## src/rtl/core/rpc_pkg.sv

```systemverilog
// shared types and constants for the record pack compactor
// no dependencies; imported by every rtl/core module
package rpc_pkg;

  localparam int MAX_FIELDS_DEF = 64;
  localparam int QUEUE_DEPTH    = 8;
  localparam int MAX_PUSH       = 3;

  localparam logic REQ_LOAD = 1'b0;
  localparam logic REQ_BYTE = 1'b1;

  localparam logic [1:0] STATUS_OK     = 2'd0;
  localparam logic [1:0] STATUS_PREFIX = 2'd1;
  localparam logic [1:0] STATUS_EARLY  = 2'd2;

  localparam logic [1:0] PRE_NONE = 2'd0;
  localparam logic [1:0] PRE_ONE  = 2'd1;
  localparam logic [1:0] PRE_TWO  = 2'd2;

  // one descriptor table entry
  typedef struct packed {
    logic        fixed_binary;
    logic [1:0]  prefix_size;
    logic [15:0] field_length;
  } rpc_entry_t;

  // one result item
  typedef struct packed {
    logic [7:0]  out_byte;
    logic        byte_valid;
    logic        record_done;
    logic [15:0] packed_length;
    logic [1:0]  status;
  } rpc_result_t;

endpackage

```

## src/rtl/core/record_pack_compactor.sv

```systemverilog
// record pack compactor: top level, joins descriptor table, packing step and result queue
// depends on rpc_pkg, rpc_table, rpc_step, rpc_queue
// a byte item's results enter the result queue the cycle after it is accepted
// throughput: one item per cycle unless in_stall; one result leaves per cycle unless out_stall,
//   and a field's prefix can add up to two extra results, absorbed by an eight-entry result queue
// reset: synchronous rst clears field_count, record state and queue; table holds old contents
module record_pack_compactor #(
  parameter int MAX_FIELDS = rpc_pkg::MAX_FIELDS_DEF
) (
  input  logic        clk,
  input  logic        rst,
  // configuration: field_count register
  input  logic        cfg_we,
  input  logic [6:0]  cfg_wdata,
  // input items
  input  logic        in_valid,
  output logic        in_stall,
  input  logic        req_type,
  input  logic [5:0]  field_slot,
  input  logic [15:0] field_length,
  input  logic [1:0]  prefix_size,
  input  logic        fixed_binary,
  input  logic [7:0]  data_byte,
  input  logic        last_byte,
  // result items
  output logic        out_valid,
  input  logic        out_stall,
  output logic [7:0]  out_byte,
  output logic        byte_valid,
  output logic        record_done,
  output logic [15:0] packed_length,
  output logic [1:0]  status
);
  import rpc_pkg::*;

  // table index width and field counter width (counter must reach MAX_FIELDS)
  localparam int IDX_W = (MAX_FIELDS > 1) ? $clog2(MAX_FIELDS) : 1;
  localparam int CF_W  = $clog2(MAX_FIELDS + 1);

  logic [6:0]      field_count;
  logic [CF_W-1:0] count_eff;
  logic            in_accept;
  logic            byte_accept;
  logic            load_we;
  rpc_entry_t      load_entry;
  rpc_entry_t      cur_entry;
  logic [CF_W-1:0] field_next;
  logic [1:0]      step_push_n;
  logic [1:0]      push_n;
  rpc_result_t     step_res [MAX_PUSH];
  rpc_result_t     head;
  logic            space_low;

  // configuration register; the user must write it only while idle, the block does not enforce this
  always_ff @(posedge clk) begin
    if (rst) begin
      field_count <= 7'd0;
    end else if (cfg_we) begin
      field_count <= cfg_wdata;
    end
  end

  // a count above the table size acts as the table size
  assign count_eff = ({25'b0, field_count} > MAX_FIELDS) ? CF_W'(MAX_FIELDS)
                                                         : CF_W'(field_count);

  // stall depends only on queue fill, never on out_stall
  assign in_stall    = space_low;
  assign in_accept   = in_valid && !in_stall;
  assign byte_accept = in_accept && (req_type == REQ_BYTE);

  // descriptor loads; slots past the table are dropped
  assign load_we = in_accept && (req_type == REQ_LOAD) && ({26'b0, field_slot} < MAX_FIELDS);
  assign load_entry.fixed_binary = fixed_binary;
  assign load_entry.prefix_size  = prefix_size;
  assign load_entry.field_length = field_length;

  // table prefetches the entry of the field the next byte belongs to
  rpc_table #(
    .MAX_FIELDS (MAX_FIELDS),
    .IDX_W      (IDX_W)
  ) u_table (
    .clk   (clk),
    .we    (load_we),
    .waddr (IDX_W'(field_slot)),
    .wdata (load_entry),
    .raddr (field_next[IDX_W-1:0]),
    .rdata (cur_entry)
  );

  // packing logic: up to three results per byte item
  rpc_step #(
    .CF_W       (CF_W)
  ) u_step (
    .clk         (clk),
    .rst         (rst),
    .byte_accept (byte_accept),
    .data_byte   (data_byte),
    .last_byte   (last_byte),
    .count_eff   (count_eff),
    .entry       (cur_entry),
    .field_next  (field_next),
    .push_n      (step_push_n),
    .res         (step_res)
  );

  // only byte items produce results
  assign push_n = byte_accept ? step_push_n : 2'd0;

  // result queue parts input and output handshakes
  rpc_queue u_queue (
    .clk       (clk),
    .rst       (rst),
    .push_n    (push_n),
    .push_res  (step_res),
    .space_low (space_low),
    .out_valid (out_valid),
    .out_stall (out_stall),
    .head      (head)
  );

  assign out_byte      = head.out_byte;
  assign byte_valid    = head.byte_valid;
  assign record_done   = head.record_done;
  assign packed_length = head.packed_length;
  assign status        = head.status;

  // loads never produce results
  a_load_silent: assert property (@(posedge clk) disable iff (rst)
    (in_accept && req_type == REQ_LOAD) |-> (push_n == 2'd0))
    else $error("load item produced results");

endmodule

```

## src/rtl/core/rpc_table.sv

```systemverilog
// descriptor table memory, one write port, one registered read port
// depends on rpc_pkg
module rpc_table #(
  parameter int MAX_FIELDS = rpc_pkg::MAX_FIELDS_DEF,
  parameter int IDX_W      = 6
) (
  input  logic                clk,
  input  logic                we,
  input  logic [IDX_W-1:0]    waddr,
  input  rpc_pkg::rpc_entry_t wdata,
  input  logic [IDX_W-1:0]    raddr,
  output rpc_pkg::rpc_entry_t rdata
);
  import rpc_pkg::*;

  rpc_entry_t mem [MAX_FIELDS];

  always_ff @(posedge clk) begin
    if (we) begin
      mem[waddr] <= wdata;
    end
  end

  // write-through so a load to the slot being fetched is seen at once
  always_ff @(posedge clk) begin
    if (we && (waddr == raddr)) begin
      rdata <= wdata;
    end else begin
      rdata <= mem[raddr];
    end
  end

endmodule

```

## src/rtl/core/rpc_step.sv

```systemverilog
// per-item packing logic and record state registers
// depends on rpc_pkg; table entry comes from rpc_table
module rpc_step #(
  parameter int CF_W       = 7
) (
  input  logic                clk,
  input  logic                rst,
  input  logic                byte_accept,
  input  logic [7:0]          data_byte,
  input  logic                last_byte,
  input  logic [CF_W-1:0]     count_eff,
  input  rpc_pkg::rpc_entry_t entry,
  output logic [CF_W-1:0]     field_next,
  output logic [1:0]          push_n,
  output rpc_pkg::rpc_result_t res [rpc_pkg::MAX_PUSH]
);
  import rpc_pkg::*;

  logic [CF_W-1:0] current_field;
  logic [15:0]     byte_in_field;
  logic [15:0]     kept_length;
  logic [7:0]      prefix_low;
  logic [15:0]     emitted_count;
  logic            error_seen;

  logic [CF_W-1:0] current_field_next;
  logic [15:0]     byte_in_field_next;
  logic [15:0]     kept_length_next;
  logic [7:0]      prefix_low_next;
  logic [15:0]     emitted_count_next;
  logic            error_seen_next;

  always_comb begin
    logic [15:0] len;
    logic [1:0]  pre;
    logic [15:0] d;
    logic [15:0] pv;
    logic [15:0] cap;
    logic [15:0] kept;
    logic [16:0] i_inc;
    logic [17:0] ec_sum;
    logic [7:0]  vals [MAX_PUSH];
    logic [1:0]  nb;
    logic [1:0]  nr;
    logic        active;
    logic        still;

    len = (entry.field_length == 16'd0) ? 16'd1 : entry.field_length;
    pre = (entry.prefix_size == 2'd3) ? PRE_TWO : entry.prefix_size;
    d   = (len > 16'd2) ? (len - 16'd2) : 16'd0;
    pv  = (pre == PRE_ONE) ? {8'h00, data_byte} : {data_byte, prefix_low};
    cap = len - {14'b0, pre};
    kept = (pv > cap) ? cap : pv;
    i_inc = {1'b0, byte_in_field} + 17'd1;
    active = current_field < count_eff;

    for (int k = 0; k < MAX_PUSH; k++) begin
      vals[k] = 8'h00;
    end
    nb = 2'd0;
    current_field_next = current_field;
    byte_in_field_next = byte_in_field;
    kept_length_next   = kept_length;
    prefix_low_next    = prefix_low;
    error_seen_next    = error_seen;

    if (active) begin
      if (entry.fixed_binary) begin
        if (byte_in_field == 16'd0) begin
          vals[0] = d[7:0];
          vals[1] = d[15:8];
          nb = 2'd2;
        end
        if (byte_in_field < d) begin
          vals[nb] = data_byte;
          nb = nb + 2'd1;
        end
      end else if (pre == PRE_NONE || len < {14'b0, pre}) begin
        if (pre != PRE_NONE && byte_in_field == 16'd0) begin
          error_seen_next = 1'b1;
        end
        vals[0] = data_byte;
        nb = 2'd1;
      end else if (byte_in_field < {14'b0, pre}) begin
        if (pre == PRE_TWO && byte_in_field == 16'd0) begin
          prefix_low_next = data_byte;
        end else begin
          if (pv > cap) begin
            error_seen_next = 1'b1;
          end
          kept_length_next = kept;
          vals[0] = kept[7:0];
          vals[1] = kept[15:8];
          nb = (pre == PRE_TWO) ? 2'd2 : 2'd1;
        end
      end else if ((byte_in_field - {14'b0, pre}) < kept_length) begin
        vals[0] = data_byte;
        nb = 2'd1;
      end

      if (i_inc >= {1'b0, len}) begin
        byte_in_field_next = 16'd0;
        current_field_next = current_field + CF_W'(1);
      end else begin
        byte_in_field_next = i_inc[15:0];
      end
    end

    // saturating byte count
    ec_sum = {2'b00, emitted_count} + {16'b0, nb};
    emitted_count_next = (ec_sum > 18'h0FFFF) ? 16'hFFFF : ec_sum[15:0];
    still = current_field_next < count_eff;

    // an empty closing step still gets one marker result
    nr = (last_byte && nb == 2'd0) ? 2'd1 : nb;

    for (int k = 0; k < MAX_PUSH; k++) begin
      res[k].out_byte      = vals[k];
      res[k].byte_valid    = (2'(k) < nb);
      res[k].record_done   = 1'b0;
      res[k].packed_length = 16'd0;
      res[k].status        = STATUS_OK;
      if (last_byte && (2'(k) == nr - 2'd1)) begin
        res[k].record_done   = 1'b1;
        res[k].packed_length = emitted_count_next;
        res[k].status        = still ? STATUS_EARLY :
                               (error_seen_next ? STATUS_PREFIX : STATUS_OK);
      end
    end
    push_n = nr;

    if (last_byte) begin
      current_field_next = '0;
      byte_in_field_next = 16'd0;
      kept_length_next   = 16'd0;
      prefix_low_next    = 8'h00;
      emitted_count_next = 16'd0;
      error_seen_next    = 1'b0;
    end
  end

  // address for the table prefetch
  assign field_next = rst ? '0 : (byte_accept ? current_field_next : current_field);

  always_ff @(posedge clk) begin
    if (rst) begin
      current_field <= '0;
      byte_in_field <= 16'd0;
      kept_length   <= 16'd0;
      prefix_low    <= 8'h00;
      emitted_count <= 16'd0;
      error_seen    <= 1'b0;
    end else if (byte_accept) begin
      current_field <= current_field_next;
      byte_in_field <= byte_in_field_next;
      kept_length   <= kept_length_next;
      prefix_low    <= prefix_low_next;
      emitted_count <= emitted_count_next;
      error_seen    <= error_seen_next;
    end
  end

  a_close_clears: assert property (@(posedge clk) disable iff (rst)
    (byte_accept && last_byte) |=> (current_field == '0 && emitted_count == 16'd0))
    else $error("record state not cleared after closing item");

  a_field_bounded: assert property (@(posedge clk) disable iff (rst)
    (byte_accept && !last_byte && current_field < count_eff) |=>
      (current_field <= $past(current_field) + CF_W'(1)))
    else $error("field index advanced by more than one");

endmodule

```

## src/rtl/core/rpc_queue.sv

```systemverilog
// result queue, up to three pushes and one pop per cycle
// depends on rpc_pkg
module rpc_queue (
  input  logic                 clk,
  input  logic                 rst,
  input  logic [1:0]           push_n,
  input  rpc_pkg::rpc_result_t push_res [rpc_pkg::MAX_PUSH],
  output logic                 space_low,
  output logic                 out_valid,
  input  logic                 out_stall,
  output rpc_pkg::rpc_result_t head
);
  import rpc_pkg::*;

  localparam int PTR_W = $clog2(QUEUE_DEPTH);
  localparam int CNT_W = $clog2(QUEUE_DEPTH + 1);

  rpc_result_t slots [QUEUE_DEPTH];
  logic [PTR_W-1:0] wr_ptr;
  logic [PTR_W-1:0] rd_ptr;
  logic [CNT_W-1:0] count;
  logic             pop;

  assign out_valid = count != '0;
  assign pop       = out_valid && !out_stall;
  assign head      = slots[rd_ptr];
  // room must exist for a worst-case item before it is taken
  assign space_low = count > CNT_W'(QUEUE_DEPTH - MAX_PUSH);

  always_ff @(posedge clk) begin
    for (int k = 0; k < MAX_PUSH; k++) begin
      if (2'(k) < push_n) begin
        slots[wr_ptr + PTR_W'(k)] <= push_res[k];
      end
    end
  end

  always_ff @(posedge clk) begin
    if (rst) begin
      wr_ptr <= '0;
      rd_ptr <= '0;
      count  <= '0;
    end else begin
      wr_ptr <= wr_ptr + PTR_W'(push_n);
      if (pop) begin
        rd_ptr <= rd_ptr + PTR_W'(1);
      end
      count <= count + CNT_W'(push_n) - CNT_W'(pop);
    end
  end

  a_no_overflow: assert property (@(posedge clk) disable iff (rst)
    (push_n != 2'd0) |-> (count + CNT_W'(push_n) <= CNT_W'(QUEUE_DEPTH)))
    else $error("result queue overflow");

  a_count_track: assert property (@(posedge clk) disable iff (rst)
    (push_n == 2'd0 && !pop) |=> $stable(count))
    else $error("queue count moved with no push or pop");

endmodule

```

## config.mk

```make
export PLATFORM = sky130hd
export DESIGN_NAME = record_pack_compactor
export DESIGN_NICKNAME = d
export VERILOG_FILES = /design/src/rtl/core/rpc_pkg.sv /design/src/rtl/core/record_pack_compactor.sv /design/src/rtl/core/rpc_table.sv /design/src/rtl/core/rpc_step.sv /design/src/rtl/core/rpc_queue.sv
export SDC_FILE = /design/constraint.sdc
export NUM_CORES = 2
export LEC_CHECK = 0
export BUFFER_PORTS_ARGS = -buffer_cell sky130_fd_sc_hd__buf_2
export CAP_MARGIN = 20
export CELL_PAD_IN_SITES_DETAIL_PLACEMENT = 0
export CELL_PAD_IN_SITES_GLOBAL_PLACEMENT = 1
export CORE_MARGIN = 1
export CORE_UTILIZATION = 37
export CTS_CLUSTER_DIAMETER = 100
export DETAILED_ROUTE_END_ITERATION = 8
export PLACE_DENSITY_LB_ADDON = 0.1
export SYNTH_ARGS = -nofsm -noshare
export SYNTH_HDL_FRONTEND = slang
export SYNTH_SLANG_ARGS = --single-unit
```

## constraint.sdc

```tcl
create_clock -name clk -period 9.9 [get_ports clk]
set_input_delay 0.495 -clock clk [delete_from_list [all_inputs] [get_ports clk]]
set_output_delay 0.495 -clock clk [all_outputs]
set_load 0.05 [all_outputs]
```

==> flow_metrics.env <==
export IMPL_status="complete, no violations"
export IMPL_fmax_ghz=0.107
export IMPL_drtIter0Drc=3365
export IMPL_place_gp_congestion=0.896
export IMPL_cts_resized=0
export IMPL_ios=77
export IMPL_synth_cell_types=101
export IMPL_setup_viol=0
export IMPL_p_per_area_nw_per_um2=192
export IMPL_via_count=37700
export IMPL_min_path_type="in -> reg"
export IMPL_wirelength_um=205000
export IMPL_drv_cap=0
export IMPL_synth_seq_cells=1524
export IMPL_dp_hpwl_um=130000
export IMPL_async_flop_share_pct=0
export IMPL_cts_root_buffer="clkbuf_16"
export IMPL_initial_core_util_pct=37.4
export IMPL_p_leak_nw=24.3
export IMPL_ant_nets=0
export IMPL_slew_headroom_pct=22.7
export IMPL_worstMarginPinSlew_ps=1150
export IMPL_cp_required_ps=10400
export IMPL_syn_cell_area_sq_um=66200
export IMPL_ys_warn_count=0
export IMPL_synth_ff_type="edfxtp_1"
export IMPL_tritoncts="built"
export IMPL_portBuffers=76
export IMPL_setup_tns_ps=0
export IMPL_syn_inst=4109
export IMPL_drive_above_1_share_pct=21.2
export IMPL_drc_errors=0
export IMPL_die_x_um=425
export IMPL_clock_insertion_delay_worst_skew_ps=820
export IMPL_cts_sinks=1524
export IMPL_skew_ps=38.9
export IMPL_htreeDepth=4
export IMPL_via_per_inst=5.53
export IMPL_core_rowCount=154
export IMPL_stdcell_area_sq_um=75800
export IMPL_yosys_area_top_type="edfxtp_1"
export IMPL_power_mw=14.6
export IMPL_wl_per_cell_um=30.0
export IMPL_finalCritPeriodShare_pct=94.2
export IMPL_path_max_fanout=35
export IMPL_synth_net_count=4255
export IMPL_fin_nets=4479
export IMPL_cp_start_kind="flop"
export IMPL_grt_pass1_vias=38200
export IMPL_peakVddDrop_v=0.000157
export IMPL_fillers=15800
export IMPL_syn_avg_cell_area_sq_um=16.1
export IMPL_first_pass_iters=6
export IMPL_area_growth_pct=14.4
export IMPL_synth_edff_count=1440
export IMPL_die_height_um=425
export IMPL_hold_viol_final=0
export IMPL_die_area_sq_um=181000
export IMPL_cts_buffers=170
export IMPL_critPathMaxStageDelay_ps=870
export IMPL_synth_area_top_cells="edfxtp_1 65%, mux4_2 8.6%, mux2i_1 4.7%, dfxtp_1 2.5%, nor2_1 2.2%"
export IMPL_setup_worst_path_class="reg -> reg"
export IMPL_arrival_ps=9830
export IMPL_slew_viol_final=0
export IMPL_period_minus_slack_ps=9330
export IMPL_end_kind="flop"
export IMPL_grt_pass1_wl_um=289000
export IMPL_netlist_area_leader_share_pct=65.3
export IMPL_grt_max_degree=83
export IMPL_placed_area_sq_um=70200
export IMPL_grt_overflow=0
export IMPL_path_clk_slew_ps=60
export IMPL_antenna_found_initial=15
export IMPL_core_area_sq_um=177000
export IMPL_yosysSeqAreaShare_pct=67.8
export IMPL_track_usage_pct=22.6
export IMPL_synth_most_common_cell="edfxtp_1"
export IMPL_synth_common_cells="1,440 x edfxtp_1, 396 x nor2_1, 310 x mux2i_1"
export IMPL_cts_buffer_depth=3
export IMPL_rsz0062_at_grt="no"
export IMPL_cp_slowest_cell="dfxtp_4"
cell families after synthesis:
kind of cell | share of synthesized area, %
flip-flops | 67.8
AND/OR/NAND/NOR | 6.49
multiplexers | 14.3
AO/OA/AOI/OAI | 6.11
buffers and inverters | 2.35
adder cells (fa/ha/maj) | 1.93
XOR/XNOR | 0.952
placed cells by master, fill, tap and decap left out, drive strengths merged, types with 35 or more instances in the layout:
| cell | Yosys | routed |
|---|---|---|
| edfxtp | 1440 | 1440 |
| nor2 | 400 | 400 |
| mux2i | 310 | 310 |
| buf | 117 | 268 |
| mux4 | 255 | 255 |
| clkbuf | 105 | 216 |
| nand2 | 203 | 203 |
| a21oi | 114 | 114 |
| a22oi | 107 | 107 |
| o21ai | 101 | 101 |
| ha | 94 | 94 |
| dfxtp | 84 | 84 |
| inv | 74 | 81 |
| nand3 | 78 | 78 |
| clkinv | 2 | 75 |
| mux2 | 56 | 56 |
| nor3 | 53 | 53 |
| xnor2 | 37 | 37 |
| xor2 | 35 | 35 |
sequential cells by signal (all words and copies together) (netlist names), named ones only:
register / flops
field_count: 7
u_queue.count: 4
u_queue.rd_ptr: 3
u_queue.slots: 224
u_queue.wr_ptr: 3
u_step.byte_in_field: 16
u_step.current_field: 7
u_step.emitted_count: 16
u_step.error_seen: 1
u_step.kept_length: 16
u_step.prefix_low: 8
u_table.mem: 1216
layer usage:
layer	wire, um	vias up	part of all wire (%)	GRT usage, %
li1	-	16700	-	-
met1	90300	19600	44	30.9
met2	96900	1075	47	36.4
met3	11300	282	5.5	4.32
met4	6040	6	3.0	6.94
met5	40	-	0.020	0
power breakdown:
group / internal [mW] / switching, mW / total, mW
sequential: 7.12 / 0.0558 / 7.18
combinational: 0.377 / 0.781 / 1.16
clock: 3.60 / 2.62 / 6.22
timing repair:
action	4_1_cts	5_1_grt
hold buffers	6	0
setup buffers	0	0
endpoints found under the hold margin	6	0
critical path, delay by kind of cell, from the launching register on:
family | cells | cell delay, ps
adders and majority gates | 3 | 800
buffers and inverters | 5 | 1110
DFF | 1 | 870
AOI/OAI and AO/OA | 10 | 3180
and+or+nand+nor | 12 | 2830
xor gates and xnor gates | 1 | 190
per-stage QoR:
step           setup WS (ps)  hold WS [ps]  std cells  util (%)
6_report                 572          43.3       6818      42.8
3_3_place_gp             330           447       6492      39.7
2_1_floorplan           2010           436       4109         -
5_1_grt                  150          53.8       6815      42.8
3_5_place_dp             695           455       6494      39.7
4_1_cts                  715          14.5       6811      42.8
worst paths after layout:
| kind | slack, ps | endpoint | depth (start not counted) | startpoint |
|---|---|---|---|---|
| min | 40 | field_count[1]$_SDFFE_PP0P_ | 3 | cfg_wdata[1] |
| max reg2reg | 570 | u_queue.slots[2][22]$_DFFE_PP_ | 31 | u_step.current_field[2]$_SDFFE_PP0P_ |
| min reg2reg | 460 | u_step.kept_length[13]$_SDFFE_PP0P_ | 2 | u_step.kept_length[13]$_SDFFE_PP0P_ |
| max | 570 | u_queue.slots[2][22]$_DFFE_PP_ | 31 | u_step.current_field[2]$_SDFFE_PP0P_ |
cell type report:
type	count	area, sq um	share of cell area [%]
flip-flops and latches	1524	44900	59.3
multi-input cells	2287	20100	26.5
clock buffers	216	4560	6.02
well taps	2340	2930	3.86
repair buffers	274	2060	2.72
clock inverters	95	886	1.17
inverters	76	287	0.378
diodes	6	15.0	0.0198
No activity file was read; power rests on OpenSTA's default activity.
